`src/rtl/rv32x_pkg.sv`:
```
`timescale 1ns / 1ps
`default_nettype none

package rv32x_pkg;

  // Major opcodes
  localparam logic [6:0] OP_REG    = 7'h33;
  localparam logic [6:0] OP_IMM    = 7'h13;
  localparam logic [6:0] OP_LOAD   = 7'h03;
  localparam logic [6:0] OP_JALR   = 7'h67;
  localparam logic [6:0] OP_SYSTEM = 7'h73;
  localparam logic [6:0] OP_STORE  = 7'h23;
  localparam logic [6:0] OP_BRANCH = 7'h63;
  localparam logic [6:0] OP_AUIPC  = 7'h17;
  localparam logic [6:0] OP_LUI    = 7'h37;
  localparam logic [6:0] OP_JAL    = 7'h6f;

  // funct7
  localparam logic [6:0] F7_BASE   = 7'h00;
  localparam logic [6:0] F7_ALT    = 7'h20;
  localparam logic [6:0] F7_MULDIV = 7'h01;

  // funct3, ALU
  localparam logic [2:0] F3_ADD  = 3'd0;
  localparam logic [2:0] F3_SLL  = 3'd1;
  localparam logic [2:0] F3_SLT  = 3'd2;
  localparam logic [2:0] F3_SLTU = 3'd3;
  localparam logic [2:0] F3_XOR  = 3'd4;
  localparam logic [2:0] F3_SR   = 3'd5;
  localparam logic [2:0] F3_OR   = 3'd6;
  localparam logic [2:0] F3_AND  = 3'd7;

  // funct3, M extension subset
  localparam logic [2:0] F3_MUL  = 3'd0;
  localparam logic [2:0] F3_MULH = 3'd1;
  localparam logic [2:0] F3_DIV  = 3'd4;
  localparam logic [2:0] F3_REM  = 3'd6;

  // funct3, branches
  localparam logic [2:0] F3_BEQ  = 3'd0;
  localparam logic [2:0] F3_BNE  = 3'd1;
  localparam logic [2:0] F3_BLT  = 3'd4;
  localparam logic [2:0] F3_BGE  = 3'd5;
  localparam logic [2:0] F3_BLTU = 3'd6;
  localparam logic [2:0] F3_BGEU = 3'd7;

  // funct3, loads and stores
  localparam logic [2:0] F3_LB   = 3'd0;
  localparam logic [2:0] F3_LH   = 3'd1;
  localparam logic [2:0] F3_LW   = 3'd2;
  localparam logic [2:0] F3_LBU  = 3'd4;
  localparam logic [2:0] F3_LHU  = 3'd5;

  // Status codes
  localparam logic [2:0] ST_OK      = 3'd0;
  localparam logic [2:0] ST_ILLEGAL = 3'd1;
  localparam logic [2:0] ST_BADMEM  = 3'd2;
  localparam logic [2:0] ST_ECALL   = 3'd3;
  localparam logic [2:0] ST_EXIT    = 3'd4;

  // Environment call
  localparam logic [31:0] ECALL_WORD     = 32'h0000_0073;
  localparam logic [31:0] SVC_PRINT_INT  = 32'd1;
  localparam logic [31:0] SVC_PRINT_STR  = 32'd4;
  localparam logic [31:0] SVC_EXIT       = 32'd10;
  localparam logic [31:0] SVC_PRINT_CHAR = 32'd11;

  localparam logic [31:0] ALL_ONES = 32'hffff_ffff;

  localparam logic [4:0] REG_A0 = 5'd10;
  localparam logic [4:0] REG_A1 = 5'd11;

  typedef struct packed {
    logic        start;
    logic [31:0] dividend;
    logic [31:0] divisor;
  } div_req_t;

  typedef struct packed {
    logic        done;
    logic [31:0] quotient;
    logic [31:0] remainder;
  } div_rsp_t;

  // Shared integer ALU: add/sub, shifts, compares, logic.
  function automatic logic [31:0] alu_calc(input logic [2:0] f3, input logic alt,
                                           input logic [31:0] a, input logic [31:0] b);
    logic [4:0]  sh;
    logic [31:0] r;
    sh = b[4:0];
    case (f3)
      F3_ADD:  r = alt ? (a - b) : (a + b);
      F3_SLL:  r = a << sh;
      F3_SLT:  r = {31'd0, ($signed(a) < $signed(b))};
      F3_SLTU: r = {31'd0, (a < b)};
      F3_XOR:  r = a ^ b;
      F3_SR:   r = alt ? 32'($signed(a) >>> sh) : (a >> sh);
      F3_OR:   r = a | b;
      default: r = a & b;
    endcase
    return r;
  endfunction

endpackage

`default_nettype wire

```
`src/rtl/rv32x_div.sv`:
```
`timescale 1ns / 1ps
`default_nettype none

// Signed 32-bit divider, one quotient bit per cycle on magnitudes.
module rv32x_div
  import rv32x_pkg::*;
(
  input  logic     clk,
  input  logic     rst,
  input  div_req_t req,
  output div_rsp_t rsp
);

  logic        busy;
  logic        done;
  logic [5:0]  cnt;
  logic [31:0] rem;
  logic [31:0] quo;
  logic [31:0] ub;
  logic [31:0] a_raw;
  logic        qneg;
  logic        rneg;
  logic        zero_div;

  logic [32:0] tmp;
  logic [32:0] diff;
  logic        ge;

  assign tmp  = {rem, quo[31]};
  assign diff = tmp - {1'b0, ub};
  assign ge   = !diff[32];

  always_ff @(posedge clk) begin
    if (rst) begin
      busy <= 1'b0;
      done <= 1'b0;
      cnt  <= '0;
    end else begin
      done <= 1'b0;
      if (req.start) begin
        busy <= 1'b1;
        cnt  <= 6'd32;
      end else if (busy) begin
        cnt <= cnt - 6'd1;
        if (cnt == 6'd1) begin
          busy <= 1'b0;
          done <= 1'b1;
        end
      end
    end
  end

  always_ff @(posedge clk) begin
    if (req.start) begin
      rem      <= '0;
      quo      <= req.dividend[31] ? (32'd0 - req.dividend) : req.dividend;
      ub       <= req.divisor[31] ? (32'd0 - req.divisor) : req.divisor;
      a_raw    <= req.dividend;
      qneg     <= req.dividend[31] ^ req.divisor[31];
      rneg     <= req.dividend[31];
      zero_div <= (req.divisor == 32'd0);
    end else if (busy) begin
      rem <= ge ? diff[31:0] : tmp[31:0];
      quo <= {quo[30:0], ge};
    end
  end

  assign rsp.done      = done;
  assign rsp.quotient  = zero_div ? ALL_ONES : (qneg ? (32'd0 - quo) : quo);
  assign rsp.remainder = zero_div ? a_raw : (rneg ? (32'd0 - rem) : rem);

endmodule

`default_nettype wire

```
`config.mk`:
```
export PLATFORM = sky130hd
export DESIGN_NAME = rv32x_div
export DESIGN_NICKNAME = d
export VERILOG_FILES = /design/src/rtl/rv32x_pkg.sv /design/src/rtl/rv32x_div.sv
export SDC_FILE = /design/constraint.sdc
export NUM_CORES = 1
export LEC_CHECK = 0
export ABC_CLOCK_PERIOD_IN_PS = 3600
export BUFFER_PORTS_ARGS = -buffer_cell sky130_fd_sc_hd__buf_2
export CAP_MARGIN = 40
export CORE_UTILIZATION = 53
export CTS_CLUSTER_DIAMETER = 200
export DETAILED_ROUTE_END_ITERATION = 10
export PLACE_DENSITY = 0.87
export SLEW_MARGIN = 20
export SYNTH_ARGS = -nofsm -noshare
export SYNTH_HDL_FRONTEND = slang
export SYNTH_SLANG_ARGS = --single-unit
```
`constraint.sdc`:
```
create_clock -name clk -period 3.6 [get_ports clk]
set_clock_uncertainty 0.15 [all_clocks]
set_input_delay 0.18 -clock clk [delete_from_list [all_inputs] [get_ports clk]]
set_output_delay 0.18 -clock clk [all_outputs]
set_load 0.02 [all_outputs]
```
==> results.py <==
metrics = {
    "status": {
        "status": "finished, violations left",
        "failed_checks": "design-rule violations, negative setup slack",
    },
    "sta": {
        "slew_headroom": 0.3865,
        "max_freq_mhz": 240.0,
        "worst_slack_ns": -0.5671,
        "timing.final.crit_period_ns": 4.167,
        "rsz0062_at_grt": "yes",
        "holdWs_ns": 0.02006,
        "fin_tns_setup_ns": -5.262,
        "hold_viol": 0,
        "tightest_slew_ns": 0.9203,
        "period_share": 1.158,
        "drv_slew": 0,
        "setup_viol": 25,
    },
    "setup_path": {
        "start_kind": "register",
        "cpPeakStageDelay_ns": 0.57,
        "crit_slowest_cell": "or4_1",
        "required_ns": 3.27,
        "crit_path_cell_trace": "or4_1 -> or3_1 -> or3_1 -> or3_4 -> or4_4 -> o41ai_4 -> xor2_1 -> nand2_1 -> buf_6",
        "crit_arrival_ns": 3.84,
        "cp-end-kind": "primary output",
        "path_buf_inv": 1,
        "crit_fanout": 4,
        "cp_common_cell": "or3_1",
        "path_class": "register to primary output",
        "cpLargestDelayFamily": "simple AND/OR/NAND/NOR gates",
    },
    "place": {
        "dp_hpwl_microns": 18730,
        "placed_area_sq_mm": 0.01096,
        "io_buffers": 131,
        "dp_slack_ns": -0.1405,
        "gp_congestion": 0.9207,
    },
    "grt": {
        "grt_usage": 0.2992,
        "busiest_layer": "met2",
        "grt_pass1_vias": 9481,
        "grt_pass1_wl_microns": 46040,
        "met3_usage": 0.05905,
        "grtUsageMet1": 0.3458,
        "grt_max_degree": 135,
        "grt-ovfl-total": 0,
        "antenna_found_initial": 0,
        "met2_usage": 0.5266,
    },
    "cts": {
        "max-clock-path-buffers": 2,
        "cts_tree": "built",
        "cts-root-buf": "clkbuf_16",
        "clk_pin_slew_ns": 0.06,
        "numClockSinks": 138,
        "cts_made_buffers": 17,
        "insertion_delay_ns": 0.43,
        "htree_levels": 4,
    },
    "die": {
        "num_rows": 49,
        "die_y_microns": 138.6,
        "die_area_sq_mm": 0.01920,
        "die_x_microns": 138.6,
        "core_area_sq_mm": 0.01815,
        "start_util": 0.5447,
        "pin_count": 132,
    },
    "detailed_routing": {
        "ant_nets": 0,
        "routedWlPerCell_microns": 18.84,
        "wl_microns": 30560,
        "routed-via-count": 10056,
        "vias_per_cell": 6.200,
        "drtIter0Drc": 1143,
        "dr.pass1.iters": 11,
        "drc": 6,
    },
    "run": {
        "maxCapViolations": 0,
    },
    "finish": {
        "final_cell_mix": "nand2_1, buf_2, edfxtp_1, nor2_1, xor2_1",
        "n_antenna_cell": 0,
        "area_growth_pct": 28.26,
        "multi_input_area_sq_mm": 0.005981,
        "nNetsFinal": 1486,
        "layout_commonest_cell": "nand2_1",
        "stdcell_area_sq_mm": 0.01268,
        "drive_above_1_share": 0.2032,
        "seq_area_sq_mm": 0.003746,
        "fill_cells": 1276,
    },
    "yosys": {
        "ys_seq_area_frac": 0.3787,
        "async_flop_share": 0,
        "yosysTopAreaCellShare": 0.2977,
        "syn_nets": 1271,
        "syn_avg_cell_area_sq_um": 8.486,
        "synth_edf_count": 98,
        "yosysWarnings": 0,
        "synthTopCellsByArea": "edfxtp_1, dfxtp_1, xor2_1",
        "synth_top_cell_by_area": "edfxtp_1",
        "synthCells": 1165,
        "ys_ff_latch": 138,
        "netlist_area_sq_mm": 0.009886,
        "yosysUniqueCellTypes": 62,
        "synth_top_flop_cell": "edfxtp_1",
    },
    "pwr": {
        "p_leak_uw": 0.005154,
        "power_uw": 5666,
        "p_per_area_mw_per_mm2": 446.9,
        "ir_worst_vdd_mv": 0.3470,
    },
    "hold_path": {
        "min_path_type": "input pin to register",
    },
}
## cell usage after synthesis (6+ instances only)
| cell type | number |
|---|---|
| o21ai_0 | 97 |
| clkbuf_1 | 54 |
| ha_1 | 38 |
| o211ai_1 | 12 |
| nand4_1 | 7 |
| xor2_1 | 89 |
| o41ai_1 | 21 |
| xnor2_1 | 51 |
| nand2b_1 | 13 |
| nor4_1 | 10 |
| or4_1 | 19 |
| or3_1 | 14 |
| o21a_1 | 6 |
| nand2_1 | 167 |
| nor3_1 | 19 |
| a311oi_1 | 16 |
| nand3_1 | 26 |
| o31ai_1 | 32 |
| a21o_1 | 9 |
| inv_1 | 57 |
| buf_1 | 7 |
| a211oi_1 | 6 |
| a21oi_1 | 76 |
| and3_1 | 13 |
| edfxtp_1 | 98 |
| nor2_1 | 93 |
| nor2b_1 | 9 |
| dfxtp_1 | 40 |
## tightest hold or removal path: stages
cell and delay (ns):
buf_2 0.10, o31ai_1 0.08, xnor2_1 0.14
## worst paths after layout
kind                               from  endpoint  slack, ns  cells after the start
worst max-delay path            quo[15]   rsp[61]      -0.57                      9
worst min register to register   cnt[0]    cnt[0]       0.35                      2
worst min-delay path             req[1]     ub[3]       0.02                      3
worst max register to register  quo[31]   rem[15]       0.18                     13
## routing by layer
metal | routed length, microns | part of all wire | vias up
met1 | 11680 | 0.38 | 4713
met3 | 2462 | 0.081 | 135
li1 | - | - | 4635
met5 | 0 | 0 | -
met2 | 15010 | 0.49 | 573
met4 | 1396 | 0.046 | 0
## where the power goes
part	internal, uW	leakage (uW)	total, uW	switching (uW)
clock	948	0.000257	1690	738
sequential	1880	0.00129	2050	166
combinational	789	0.00361	1930	1140
## logic make-up after synthesis
group	Yosys count	share of synthesized area
multiplexers	6	0.006202
adder cells (fa/ha/maj)	39	0.05012
buffers and inverters	120	0.04594
AO/OA/AOI/OAI	308	0.1974
XOR/XNOR	140	0.1240
AND/OR/NAND/NOR	414	0.1976
flip-flops	138	0.3787
## metrics by stage
| step | util | cells |
|---|---|---|
| floorplan | - | 1165 |
| global placement | 0.6034 | 1507 |
| detailed placement | 0.6042 | 1508 |
| CTS | 0.6806 | 1610 |
| global route | 0.6987 | 1622 |
| finish | 0.6987 | 1622 |
## sequential cells by signal, indices dropped and copies added, names as in the netlist, 6 cells and up
name   cells
rem       32
cnt        6
quo       32
a_raw     32
ub        32
## area by class of cell
| type | instances | share of cell area |
|---|---|---|
| inverter | 58 | 0.01756 |
| timing repair buffer | 258 | 0.1494 |
| multi-input combinational | 907 | 0.4717 |
| tap | 229 | 0.02260 |
| sequential | 138 | 0.2954 |
| clock buffer | 17 | 0.03355 |
| clock inverter | 15 | 0.009769 |
## repair_timing
| item | in CTS | in global routing |
|---|---|---|
| endpoints found under the hold margin | 69 | 0 |
| resized for setup | 44 | 68 |
| endpoints found under the setup margin | 21 | 34 |
| buffers inserted | 8 | 14 |
| pin swaps | 8 | 19 |
| hold buffers | 62 | 0 |
Power figures use the tool's default switching activity.
